`config.mk`:
```
export PLATFORM = sky130hd
export DESIGN_NAME = escaped_record_field_splitter_unit_flat
export DESIGN_NICKNAME = d
export VERILOG_FILES = /design/src/hdl/erfs_pkg.sv /design/src/hdl/erfs_ifs.sv /design/src/hdl/escaped_record_field_splitter_unit.sv /design/src/hdl/erfs_front.sv /design/src/hdl/erfs_queue.sv /design/src/hdl/erfs_back.sv /design/src/flat_wrapper.sv
export SDC_FILE = /design/constraint.sdc
export NUM_CORES = 1
export LEC_CHECK = 0
export ABC_AREA = 1
export BUFFER_PORTS_ARGS = -buffer_cell sky130_fd_sc_hd__buf_2
export CAP_MARGIN = 10
export CORE_UTILIZATION = 60
export CTS_CLUSTER_SIZE = 14
export DETAILED_ROUTE_END_ITERATION = 16
export GPL_TIMING_DRIVEN = 0
export PLACE_DENSITY = 0.87
export SLEW_MARGIN = 20
export SYNTH_ARGS = -nofsm -noshare
export SYNTH_HDL_FRONTEND = slang
export SYNTH_HIERARCHICAL = 1
export SYNTH_SLANG_ARGS = --single-unit
export TNS_END_PERCENT = 5
```
`constraint.sdc`:
```
create_clock -name clk -period 4.7 [get_ports clk]
set_clock_uncertainty 0.1 [all_clocks]
set_input_delay 0.705 -clock clk [delete_from_list [all_inputs] [get_ports clk]]
set_output_delay 0.705 -clock clk [all_outputs]
set_load 0.005 [all_outputs]
```
`src/hdl/erfs_pkg.sv`:
```
// Package for the escaped record field splitter.
// Holds the byte codes, result kinds, the queue entry type and default sizes.
// Used by the interfaces and by every module of the block.
package erfs_pkg;

  localparam int BYTE_W = 8;
  localparam int COUNT_WIDTH_DEF = 8;
  localparam int QUEUE_DEPTH_DEF = 4;

  localparam logic [BYTE_W-1:0] ESC_BYTE = 8'h1B;
  localparam logic [BYTE_W-1:0] FS_BYTE = 8'h1F;
  localparam logic [BYTE_W-1:0] RS_BYTE = 8'h1E;
  localparam logic [BYTE_W-1:0] MAX_FIELDS_RESET = 8'd64;

  typedef enum logic [1:0] {
    KIND_DATA = 2'd0,
    KIND_FIELD_END = 2'd1,
    KIND_RECORD_END = 2'd2
  } kind_t;

  // One queue entry holds every result that a single input byte causes,
  // in the order data, field end, record end.
  typedef struct packed {
    logic has_data;
    logic has_close;
    logic has_rec;
    logic [BYTE_W-1:0] data;
    logic [BYTE_W-1:0] num;
    logic [BYTE_W-1:0] count;
  } bundle_t;

  localparam int PART_W = 3;

endpackage

```
`src/hdl/erfs_ifs.sv`:
```
// Channel interfaces of the escaped record field splitter.
// Byte input, result output and configuration write; depends on erfs_pkg.
interface erfs_byte_if;
  logic valid;
  logic ready;
  logic [erfs_pkg::BYTE_W-1:0] data_byte;
  logic end_of_record;
  modport source(output valid, data_byte, end_of_record, input ready);
  modport sink(input valid, data_byte, end_of_record, output ready);
endinterface

interface erfs_item_if;
  logic valid;
  logic ready;
  erfs_pkg::kind_t item_kind;
  logic [erfs_pkg::BYTE_W-1:0] out_byte;
  logic [erfs_pkg::BYTE_W-1:0] field_number;
  logic run_last;
  modport source(output valid, item_kind, out_byte, field_number, run_last, input ready);
  modport sink(input valid, item_kind, out_byte, field_number, run_last, output ready);
endinterface

interface erfs_cfg_if;
  logic valid;
  logic ready;
  logic [erfs_pkg::BYTE_W-1:0] max_fields;
  modport source(output valid, max_fields, input ready);
  modport sink(input valid, max_fields, output ready);
endinterface

```
`src/hdl/escaped_record_field_splitter_unit.sv`:
```
// Top level of the escaped record field splitter.
// Connects front end, entry queue and back end; depends on erfs_pkg and erfs_ifs.
//
//   Channel       Dir  Signals                                        Request
//   byte_stream   in   data_byte, end_of_record                      one encoded byte
//   item_stream   out  item_kind, out_byte, field_number, run_last  one result
//   cfg           in   max_fields                                     one register write
//
// Each result leaves through the back end's single output register; a byte
// yields up to three results: data, field end and record end.
// Bytes keep flowing while the queue has room, even with results stalled.
// Synchronous reset clears all state and sets max_fields to 64.
// The configuration channel is always ready.
module escaped_record_field_splitter_unit #(
  parameter int COUNT_WIDTH = erfs_pkg::COUNT_WIDTH_DEF,
  parameter int QUEUE_DEPTH = erfs_pkg::QUEUE_DEPTH_DEF
) (
  input  logic clk,
  input  logic rst,
  erfs_byte_if.sink byte_stream,
  erfs_cfg_if.sink cfg,
  erfs_item_if.source item_stream
);

  logic q_push, q_full, q_pop, q_empty;
  erfs_pkg::bundle_t q_data, q_head;

  erfs_front #(
    .COUNT_WIDTH(COUNT_WIDTH)
  ) u_front (
    .clk(clk),
    .rst(rst),
    .byte_stream(byte_stream),
    .cfg(cfg),
    .q_full(q_full),
    .q_push(q_push),
    .q_data(q_data)
  );

  erfs_queue #(
    .DEPTH(QUEUE_DEPTH)
  ) u_queue (
    .clk(clk),
    .rst(rst),
    .push(q_push),
    .push_data(q_data),
    .full(q_full),
    .pop(q_pop),
    .empty(q_empty),
    .head(q_head)
  );

  erfs_back u_back (
    .clk(clk),
    .rst(rst),
    .q_empty(q_empty),
    .head(q_head),
    .q_pop(q_pop),
    .item_stream(item_stream)
  );

endmodule

```
`src/hdl/erfs_front.sv`:
```
// Front end: accepts bytes, tracks escape, separator and field count state,
// and pushes one entry per byte that causes results. Depends on erfs_pkg.
module erfs_front #(
  parameter int COUNT_WIDTH = erfs_pkg::COUNT_WIDTH_DEF
) (
  input  logic clk,
  input  logic rst,
  erfs_byte_if.sink byte_stream,
  erfs_cfg_if.sink cfg,
  input  logic q_full,
  output logic q_push,
  output erfs_pkg::bundle_t q_data
);

  localparam int BW = erfs_pkg::BYTE_W;
  localparam int CMP_W = (COUNT_WIDTH > BW) ? COUNT_WIDTH : BW;

  logic [BW-1:0] max_fields;
  logic escape_pending, escape_pending_next;
  logic after_separator, after_separator_next;
  logic [COUNT_WIDTH-1:0] fields_done, fields_done_next;
  logic [COUNT_WIDTH-1:0] fd_inc;
  logic accept, active, is_sep, open_final;
  erfs_pkg::bundle_t b;

  assign cfg.ready = 1'b1;
  assign byte_stream.ready = !q_full;
  assign accept = byte_stream.valid && !q_full;

  always_ff @(posedge clk) begin
    if (rst) begin
      max_fields <= erfs_pkg::MAX_FIELDS_RESET;
    end else if (cfg.valid) begin
      max_fields <= cfg.max_fields;
    end
  end

  assign fd_inc = fields_done + COUNT_WIDTH'(1);
  assign active = (CMP_W'(fields_done) < CMP_W'(max_fields)) && (fields_done != '1);
  assign is_sep = (byte_stream.data_byte == erfs_pkg::FS_BYTE) ||
                  (byte_stream.data_byte == erfs_pkg::RS_BYTE);

  always_comb begin
    escape_pending_next = escape_pending;
    after_separator_next = after_separator;
    fields_done_next = fields_done;
    open_final = 1'b1;
    b = '0;
    b.data = byte_stream.data_byte;
    b.num = BW'(fields_done);
    b.count = BW'(fields_done);
    if (!byte_stream.end_of_record) begin
      if (escape_pending) begin
        escape_pending_next = 1'b0;
        after_separator_next = 1'b0;
        b.has_data = active;
      end else if (byte_stream.data_byte == erfs_pkg::ESC_BYTE) begin
        escape_pending_next = 1'b1;
        after_separator_next = 1'b0;
      end else if (is_sep) begin
        if (active) begin
          b.has_close = 1'b1;
          after_separator_next = 1'b1;
          fields_done_next = fd_inc;
        end
      end else begin
        after_separator_next = 1'b0;
        b.has_data = active;
      end
    end else begin
      if (byte_stream.data_byte == erfs_pkg::RS_BYTE) begin
        open_final = !after_separator;
      end else if (escape_pending) begin
        b.has_data = active;
      end else if (byte_stream.data_byte == erfs_pkg::ESC_BYTE) begin
        open_final = 1'b1;
      end else if (byte_stream.data_byte == erfs_pkg::FS_BYTE) begin
        b.has_close = active;
        open_final = 1'b0;
      end else begin
        b.has_data = active;
      end
      if (open_final && active) begin
        b.has_close = 1'b1;
      end
      b.has_rec = 1'b1;
      if (b.has_close) begin
        b.count = BW'(fd_inc);
      end
      escape_pending_next = 1'b0;
      after_separator_next = 1'b0;
      fields_done_next = '0;
    end
  end

  assign q_data = b;
  assign q_push = accept && (b.has_data || b.has_close || b.has_rec);

  always_ff @(posedge clk) begin
    if (rst) begin
      escape_pending <= 1'b0;
      after_separator <= 1'b0;
      fields_done <= '0;
    end else if (accept) begin
      escape_pending <= escape_pending_next;
      after_separator <= after_separator_next;
      fields_done <= fields_done_next;
    end
  end

endmodule

```
`src/hdl/erfs_queue.sv`:
```
// Short queue of result entries between the front and back ends.
// Register array with read and write pointers; depends on erfs_pkg.
module erfs_queue #(
  parameter int DEPTH = erfs_pkg::QUEUE_DEPTH_DEF
) (
  input  logic clk,
  input  logic rst,
  input  logic push,
  input  erfs_pkg::bundle_t push_data,
  output logic full,
  input  logic pop,
  output logic empty,
  output erfs_pkg::bundle_t head
);

  localparam int PW = (DEPTH > 1) ? $clog2(DEPTH) : 1;
  localparam int CW = $clog2(DEPTH + 1);

  erfs_pkg::bundle_t mem [DEPTH];
  logic [PW-1:0] wr_ptr, rd_ptr;
  logic [CW-1:0] fill;
  logic do_push, do_pop;

  assign full = (fill == CW'(DEPTH));
  assign empty = (fill == '0);
  assign do_push = push && !full;
  assign do_pop = pop && !empty;
  assign head = mem[rd_ptr];

  always_ff @(posedge clk) begin
    if (do_push) begin
      mem[wr_ptr] <= push_data;
    end
  end

  always_ff @(posedge clk) begin
    if (rst) begin
      wr_ptr <= '0;
      rd_ptr <= '0;
      fill <= '0;
    end else begin
      if (do_push) begin
        wr_ptr <= (wr_ptr == PW'(DEPTH - 1)) ? '0 : wr_ptr + PW'(1);
      end
      if (do_pop) begin
        rd_ptr <= (rd_ptr == PW'(DEPTH - 1)) ? '0 : rd_ptr + PW'(1);
      end
      if (do_push && !do_pop) begin
        fill <= fill + CW'(1);
      end else if (do_pop && !do_push) begin
        fill <= fill - CW'(1);
      end
    end
  end

endmodule

```
`src/hdl/erfs_back.sv`:
```
// Back end: walks the head queue entry's results one per cycle, unless output
// stalls, into a registered output stage. Depends on erfs_pkg and erfs_ifs.
module erfs_back (
  input  logic clk,
  input  logic rst,
  input  logic q_empty,
  input  erfs_pkg::bundle_t head,
  output logic q_pop,
  erfs_item_if.source item_stream
);

  localparam int PW = erfs_pkg::PART_W;

  logic [PW-1:0] done, parts, left, pick;
  logic load, last;
  logic ovalid;
  erfs_pkg::kind_t okind;
  logic [erfs_pkg::BYTE_W-1:0] obyte, onum;
  logic olast;

  assign parts = {head.has_rec, head.has_close, head.has_data};
  assign left = parts & ~done;
  assign pick = left & (~left + PW'(1));
  assign last = ((left & ~pick) == '0);
  assign load = !q_empty && (!ovalid || item_stream.ready);
  assign q_pop = load && last;

  always_ff @(posedge clk) begin
    if (rst) begin
      done <= '0;
      ovalid <= 1'b0;
    end else begin
      if (load) begin
        done <= last ? '0 : (done | pick);
        ovalid <= 1'b1;
      end else if (item_stream.ready) begin
        ovalid <= 1'b0;
      end
    end
  end

  always_ff @(posedge clk) begin
    if (load) begin
      olast <= last;
      unique case (1'b1)
        pick[0]: begin
          okind <= erfs_pkg::KIND_DATA;
          obyte <= head.data;
          onum <= head.num;
        end
        pick[1]: begin
          okind <= erfs_pkg::KIND_FIELD_END;
          obyte <= '0;
          onum <= head.num;
        end
        default: begin
          okind <= erfs_pkg::KIND_RECORD_END;
          obyte <= '0;
          onum <= head.count;
        end
      endcase
    end
  end

  assign item_stream.valid = ovalid;
  assign item_stream.item_kind = okind;
  assign item_stream.out_byte = obyte;
  assign item_stream.field_number = onum;
  assign item_stream.run_last = olast;

endmodule

```
`src/flat_wrapper.sv`:
```
// flat-port wrapper written by rule: the top's interface ports become plain ports
module escaped_record_field_splitter_unit_flat 
#(
  parameter int COUNT_WIDTH = erfs_pkg::COUNT_WIDTH_DEF,
  parameter int QUEUE_DEPTH = erfs_pkg::QUEUE_DEPTH_DEF
)
  (clk, rst, byte_stream_valid, byte_stream_data_byte, byte_stream_end_of_record, byte_stream_ready, cfg_valid, cfg_max_fields, cfg_ready, item_stream_valid, item_stream_item_kind, item_stream_out_byte, item_stream_field_number, item_stream_run_last, item_stream_ready);
  erfs_byte_if byte_stream_i ();
  erfs_cfg_if cfg_i ();
  erfs_item_if item_stream_i ();
  input  logic clk;
  input  logic rst;
  input wire logic [$bits(byte_stream_i.valid)-1:0] byte_stream_valid;
  input wire logic [$bits(byte_stream_i.data_byte)-1:0] byte_stream_data_byte;
  input wire logic [$bits(byte_stream_i.end_of_record)-1:0] byte_stream_end_of_record;
  output wire logic [$bits(byte_stream_i.ready)-1:0] byte_stream_ready;
  input wire logic [$bits(cfg_i.valid)-1:0] cfg_valid;
  input wire logic [$bits(cfg_i.max_fields)-1:0] cfg_max_fields;
  output wire logic [$bits(cfg_i.ready)-1:0] cfg_ready;
  output wire logic [$bits(item_stream_i.valid)-1:0] item_stream_valid;
  output wire logic [$bits(item_stream_i.item_kind)-1:0] item_stream_item_kind;
  output wire logic [$bits(item_stream_i.out_byte)-1:0] item_stream_out_byte;
  output wire logic [$bits(item_stream_i.field_number)-1:0] item_stream_field_number;
  output wire logic [$bits(item_stream_i.run_last)-1:0] item_stream_run_last;
  input wire logic [$bits(item_stream_i.ready)-1:0] item_stream_ready;
  assign byte_stream_i.valid = byte_stream_valid;
  assign byte_stream_i.data_byte = byte_stream_data_byte;
  assign byte_stream_i.end_of_record = byte_stream_end_of_record;
  assign byte_stream_ready = byte_stream_i.ready;
  assign cfg_i.valid = cfg_valid;
  assign cfg_i.max_fields = cfg_max_fields;
  assign cfg_ready = cfg_i.ready;
  assign item_stream_valid = item_stream_i.valid;
  assign item_stream_item_kind = item_stream_i.item_kind;
  assign item_stream_out_byte = item_stream_i.out_byte;
  assign item_stream_field_number = item_stream_i.field_number;
  assign item_stream_run_last = item_stream_i.run_last;
  assign item_stream_i.ready = item_stream_ready;
  escaped_record_field_splitter_unit #(.COUNT_WIDTH(COUNT_WIDTH), .QUEUE_DEPTH(QUEUE_DEPTH)) u_core (.clk(clk), .rst(rst), .byte_stream(byte_stream_i), .cfg(cfg_i), .item_stream(item_stream_i));
endmodule
```
Word-level counts from Yosys, hierarchy flattened. Memory sizes are Yosys's and may differ from the RTL's. A register that Yosys moved wholly into a read port is not among the register bits. Index checks and enable logic that the tools add are counted.

Magnitude comparators: 1. Add/subtract/negate cells: 6. Eq/ne operators: 10. Bitwise operators: 7. Reduce and logical (&&, ||, !) cells: 29. Mux-type cells: 49.

Operators by type and width (count): $mux W8 (8); $mux W1 (29); $eq A8 B5 Y1 const B (3); $mux W2 (8); $logic_and A1 B1 Y1 (10); $and A3 B3 Y3 (3); $mux W3 (3); $not A3 Y3 (3); $add A8 B1 Y8 const B (1); $lt A8 B8 Y1 (1); $ne A8 B8 Y1 const B (1); $reduce_bool A2 Y1 (4); $add A3 B1 Y3 const B (2); $logic_not A1 Y1 (6); $logic_not A3 Y1 (2); $ne A5 B4 Y1 const B (1); $reduce_and A5 Y1 (1); $add A2 B1 Y2 const B (2); $eq A2 B2 Y1 const B (2); $logic_or A1 B1 Y1 (4); $ne A2 B2 Y1 const B (2); $pmux W2 S2 (1); $eq A3 B3 Y1 const B (1); $or A3 B3 Y3 (1); other kinds (3) (3).

Input bits: 22. Bits in registers: 48. Memory bits (writable): 108. Memories kept: 1. Logic and storage cells: 116. Output and inout port bits: 22.

Memories: u_core.u_queue.mem (words 4, bits a word 27, rd ports 1, clocked after Yosys merged registers in 1, write ports 1, line erfs_queue.sv:19) `erfs_pkg::bundle_t mem [DEPTH];`.

Logic depth before layout (Yosys ltp).
Depth in word-level cells: 18. Gate-level depth with buffers: 22. Gate-level depth less buffers: 22.

Cells and area by module. Netlist, hierarchy kept.

By module, submodules not included: erfs_queue (times used 1, seq. area each 3423.3 um^2, area an instance 4556.9 um^2, cells each 332); erfs_front (times used 1, seq. area each 360.3 um^2, area an instance 1418.9 um^2, cells each 207); erfs_back (times used 1, seq. area each 650.6 um^2, area an instance 963.4 um^2, cells each 99).

Least setup slack after synthesis. No wires, ideal clock.

Path type: input to register. From: input byte_stream_data_byte[7]. To: memory u_core/u_queue/mem[0][0] in the netlist's numbering, enable pin. Library setup time: 411 ps. Path buffers: 0. Slack: 1093 ps. Required time: 4189 ps. Arrival time: 3096 ps. Stages on the path: 10. Cells stage by stage: or2_0 nor2_2 o21ai_2 nor2_2 nand2_1 nand2_1 nand2_1 a31oi_1 nand2_1 nor2_1.

Longest elaborated chain between the ends: 16. Elaborated cells between the ends (all ways): 30. Classes of those cells: eq/ne: 3; mux: 21; reduce/logical: 6.

Ends and longest elaborated chain: start: declaration (line flat_wrapper.sv:14) `input wire logic [$bits(byte_stream_i.data_byte)-1:0] byte_stream_data_byte;`; $eq A8 B5 Y1 (line erfs_front.sv:40, erfs_front.sv:77); $mux W1 (line erfs_front.sv:77) `end else if (byte_stream.data_byte == erfs_pkg::FS_BYTE) begin`; $mux W1 (line erfs_front.sv:75) `end else if (byte_stream.data_byte == erfs_pkg::ESC_BYTE) begin`; $mux W1 (line erfs_front.sv:73) `end else if (escape_pending) begin`; $mux W1 (line erfs_front.sv:71) `if (byte_stream.data_byte == erfs_pkg::RS_BYTE) begin`; $mux W1 (line erfs_front.sv:52) `if (!byte_stream.end_of_record) begin`; $logic_and A1 B1 Y1 (line erfs_front.sv:83) `if (open_final && active) begin`; $mux W1 (line erfs_front.sv:83); $mux W1 (line erfs_front.sv:52); $mux W2 * (line erfs_front.sv:52); $logic_or A1 B1 Y1 * (2 in a row) (line erfs_front.sv:97) `assign q_push = accept && (b.has_data || b.has_close || b.has_rec);`; $logic_and A1 B1 Y1 * (line erfs_front.sv:97); net u_core.q_push (line escaped_record_field_splitter_unit.sv:25) `logic q_push, q_full, q_pop, q_empty;`; $logic_and A1 B1 Y1 * (line erfs_queue.sv:26) `assign do_push = push && !full;`; $mux W1 * (line erfs_queue.sv:31) `if (do_push) begin`; $mux W1 (not written as such) * (line erfs_queue.sv:32) `mem[wr_ptr] <= push_data;`; end: declaration (line erfs_queue.sv:19).

Mark *: on every way through the listed nets, which the timed path passes. The rest lies on a longest branch. The select of a mux whose other input is x is not followed.

Worst setup path in the final report.
From: register u_core.u_front.fields_done[7]. To: register u_core.u_queue.fill[2].

Longest elaborated chain between the ends: 16. Elaborated cells between the ends (all ways): 28. Classes of those cells: order compare: 1; eq/ne: 1; mux: 16; reduce/logical: 10.

Ends and longest elaborated chain: start: declaration (line erfs_front.sv:21) `logic [COUNT_WIDTH-1:0] fields_done, fields_done_next;`; start signal: assignment (line erfs_front.sv:107) `fields_done <= fields_done_next;`; $lt A8 B8 Y1 / $ne A8 B8 Y1 (equally long branches) (line erfs_front.sv:39) `assign active = (CMP_W'(fields_done) < CMP_W'(max_fields)) && (fields_done != '1);`; $logic_and A1 B1 Y1 * (line erfs_front.sv:39); $mux W1 (line erfs_front.sv:77); $mux W2 (line erfs_front.sv:75); $mux W1 (line erfs_front.sv:73); $mux W2 (line erfs_front.sv:71); $mux W1 (line erfs_front.sv:83); $mux W1 (line erfs_front.sv:52); $mux W2 * (line erfs_front.sv:52); $logic_or A1 B1 Y1 * (2 in a row) (line erfs_front.sv:97); $logic_and A1 B1 Y1 * (line erfs_front.sv:97); net u_core.q_push (line escaped_record_field_splitter_unit.sv:25); $logic_and A1 B1 Y1 * (line erfs_queue.sv:26); net u_core.u_queue.do_push (line erfs_queue.sv:22) `logic do_push, do_pop;`; $logic_not A1 Y1 (line erfs_queue.sv:50) `end else if (do_pop && !do_push) begin`; $logic_and A1 B1 Y1 (line erfs_queue.sv:50); $reduce_bool A2 Y1 (no source line); end signal: assignment (line erfs_queue.sv:49) `fill <= fill + CW'(1);`; end signal: assignment (line erfs_queue.sv:51) `fill <= fill - CW'(1);`; end: declaration (line erfs_queue.sv:21) `logic [CW-1:0] fill;`.

Marked as above. A chain may end at the register's enable or synchronous reset.

==> flow_summary_export.csv <==
group,metric,value,unit
cts,cts_hold_buf,0,
run_status,status,"finished clean",
sta,tns,0,ns
critical_path,ff2ff_setup_slack,1.07,ns
cts,htree_levels,4,
cts,cts_tree,"done",
pwr,clkPwrFrac,28.4,%
place,place_congestion,0.826,
pwr,internal-power,3330,µW
sta,final-setup-viol-count,0,
place,placedInstanceArea,7460,µm²
logic_synthesis,synth_area_leader_cell,"edfxtp_1",
pwr,switchingPower,1770,µW
logic_synthesis,synth_edf_count,127,
cts,ctsRootBufferMaster,"clkbuf_16",
critical_path,critPathCapture,"u_core/u_queue/fill[2]",
place,dpl.hpwl,10.0,mm
sta,fin_hold_ws,0.365,ns
worst_hold_path,hp-start,"u_core/u_front/max_fields[1]",
job,cap_violations,0,
routing,drtAntennaViolNets,0,
sta,final_max_slew_viol_count,0,
layout,area_delta_synth_final,16.5,%
pwr,powerDensity,631,nW/µm²
sta,rsz0062_at_grt,"no",
global_route,grt_pass1_vias,5018,
layout,layout.nets,739,
global_route,grt_pass1_wl,25.5,mm
logic_synthesis,yosys_warnings,6,
pwr,switching_share,34.7,%
routing,detail_route.wl_per_cell,19.2,µm
sta,min_period_over_period,77.2,%
routing,drt_iter0_drc,613,
floorplan,die_x,110,µm
critical_path,cp_cell_sequence,"ha_1 -> a21oi_1 -> nand2_1 -> nor2_8 -> nand2_2 -> inv_1 -> nand2_1 -> a31oi_1 -> nand2_1 -> inv_1 -> ha_1 -> inv_1 -> fa_1 -> inv_1 -> nand2_1 -> nand3_1 -> nand2_1 -> inv_1 -> nor2_1",
routing,viasPerCell,5.97,
critical_path,r2r-end,"u_core/u_queue/fill[2]",
routing,vias,5107,
logic_synthesis,synth-seq-area-share,63.9,%
floorplan,num_io_pins,44,
sta,fmax,276,MHz
layout,fillCellCount,672,
logic_synthesis,synthArstFlopShare,0,%
floorplan,core,11000,µm²
cts,clk_path_buf_depth,2,
critical_path,slowest_delay,0.57,ns
layout,diodes,0,
critical_path,crit_path_start,"u_core/u_front/fields_done[7]",
logic_synthesis,ys_types,38,
logic_synthesis,ys.flop_type,"edfxtp_1",
sta,layout_min_cycle_time,3.63,ns
logic_synthesis,yosysTopAreaCellShare,55.0,%
floorplan,dieHeight,110,µm
layout,seqCellArea,4430,µm²
sta,finalHoldViolations,0,
cts,postCtsResizedCells,0,
critical_path,reg2regPathDepth,19,
cts,clkTransAtPathRegs,0.06,ns
pwr,peakVddDrop,0.000413,V
sta,tightest_slew,0.888,ns
layout,drive_above_1_share,19.3,%
place,portBuffers,41,
critical_path,worstPathArrival,3.85,ns
sta,slew_headroom,40.7,%
pwr,pwr-share-seq,37.9,%
floorplan,die-area,12000,µm²
cts,cts_setup_buffers,0,
critical_path,r2r_start,"u_core/u_front/fields_done[7]",
routing,drc,0,
logic_synthesis,avgSynthCellArea,10.9,µm²
logic_synthesis,synth_seq_cells,158,
critical_path,startpoint_type,"flip-flop",
logic_synthesis,synth_fp_nets,675,
worst_hold_path,whs_path_depth,2,
floorplan,initial_utilization,62.9,%
routing,wl,16.4,mm
logic_synthesis,syn_area,6940,µm²
critical_path,setup.worst_path.end_class,"flip-flop",
logic_synthesis,synth_area_leaders,"edfxtp_1 55%, dfxtp_1 8.9%, nor2_1 5.4%",
routing,first_pass_iters,6,
critical_path,worstSetupPathType,"reg2reg",
critical_path,worstPathMaxFanout,10,
layout,multi_input_comb_area,1980,µm²
cts,cts_sinks,158,
pwr,p_leak,0.00325,µW
floorplan,rows,38,
worst_hold_path,hold_class,"reg2reg",
pwr,p_comb_share,33.6,%
cts,cts_buffers,17,
layout,design_area,8080,µm²
cts,clk_latency,0.42,ns
global_route,grt_overflow_total,0,
layout,post-route-util,73.3,%
critical_path,slowest_stage,"dfxtp_1",
global_route,grtUsageTotal,29.4,%
global_route,grt_max_degree,23,
logic_synthesis,synth_cells,638,
global_route,antenna_found_initial,0,
critical_path,crit_required,4.93,ns
==> power groups by stage <==
stage | Sequential, µW | Clock [µW] | Combinational (µW)
floorplan | 1960 | 0 | 1080
global placement | 1950 | 0 | 1490
detailed placement | 1960 | 0 | 1630
CTS | 1930 | 1450 | 1680
global route | 1960 | 1510 | 1850
finish | 1930 | 1450 | 1710
==> how the worst min path moves through the flow <==
stage | to | slack, ns
2_1_floorplan | u_core/u_front/after_separator | 0.33
3_3_place_gp | u_core/u_front/after_separator | 0.34
3_5_place_dp | u_core/u_front/max_fields[1] | 0.36
4_1_cts | u_core/u_front/max_fields[1] | 0.37
5_1_grt | u_core/u_front/after_separator | 0.39
6_report | u_core/u_front/max_fields[1] | 0.37
==> through the flow <==
step | worst slack (ns) | total power, µW | cells
3_3_place_gp | -0.141 | 3440 | 819
4_1_cts | 1.14 | 5070 | 855
6_report | 1.07 | 5100 | 855
3_5_place_dp | 0.887 | 3590 | 823
2_1_floorplan | 1.09 | 3040 | 638
5_1_grt | 0.806 | 5320 | 855
==> registers in the layout, indices dropped and copies added (netlist names), 2 cells and up, named ones only <==
| register | flops |
|---|---|
| u_core/u_back/done | 3 |
| u_core/u_back/item_stream.field_number | 8 |
| u_core/u_back/item_stream.item_kind | 2 |
| u_core/u_back/item_stream.out_byte | 8 |
| u_core/u_front/fields_done | 8 |
| u_core/u_front/max_fields | 8 |
| u_core/u_queue/fill | 3 |
| u_core/u_queue/mem | 108 |
| u_core/u_queue/rd_ptr | 2 |
| u_core/u_queue/wr_ptr | 2 |
==> worst max-delay path, delay by kind of cell, from the launching register on <==
family / cells / cell delay (ns)
adder cells (fa/ha/maj): 3 / 0.91
AND/OR/NAND/NOR: 9 / 1.01
buffers and inverters: 5 / 0.40
flip-flops: 1 / 0.57
AO/OA/AOI/OAI: 2 / 0.53
==> cell usage in the layout (no fill, tap or decap), types with 2 or more instances in the layout <==
cell        instances
nand2_2             7
ha_1               14
inv_1              63
nand2_1            87
o21ai_1            25
clkbuf_1            5
clkinvlp_4          4
nor2_2              3
nor2_1             96
o21ai_2             6
bufinv_16           4
nand4_1             5
clkbuf_16          17
buf_6              13
o22ai_1            27
nor2_4              5
inv_2               4
buf_16              4
edfxtp_1          127
clkinv_4            4
nand2_4             2
nand3_1            19
xor2_1              5
buf_4              11
buf_2              45
o21ai_0            40
nand3b_1            2
dfxtp_1            31
a21oi_1            24
a31oi_1             2
==> area by class of cell <==
| cell class | instances | share of cell area, % |
|---|---|---|
| tap | 140 | 2.17 |
| sequential | 158 | 54.9 |
| timing repair buffer | 45 | 3.90 |
| clock buffer | 19 | 5.36 |
| buffer | 33 | 3.56 |
| multi-input combinational | 378 | 24.4 |
| inverter | 69 | 3.36 |
| clock inverter | 13 | 2.35 |
==> logic make-up after synthesis <==
family	count (synthesis)	share of synthesized area (%)
buffers and inverters	102	8.06
adders and majority gates	15	2.81
other	1	0.0540
AOI/OAI and AO/OA	125	9.92
xor gates and xnor gates	6	0.757
DFF	158	63.9
and+or+nand+nor	231	14.5
==> cells in the mapped netlist, types with 13 or more instances <==
master    instances
nor2_1          100
o21ai_0          40
edfxtp_1        127
dfxtp_1          31
buf_6            13
inv_1            63
o22ai_1          27
nand3_1          19
o21ai_1          25
ha_1             14
a21oi_1          24
nand2_1          87
==> routing by layer <==
layer / vias to the layer above / GRT usage, % / part of all wire [%]
li1: 2310 / - / -
met1: 2426 / 34.8 / 37
met2: 318 / 50.6 / 51
met3: 53 / 7.47 / 8.6
met4: 0 / 13.3 / 3.4
met5: - / 0 / 0
No activity file was read; power rests on OpenSTA's default activity.
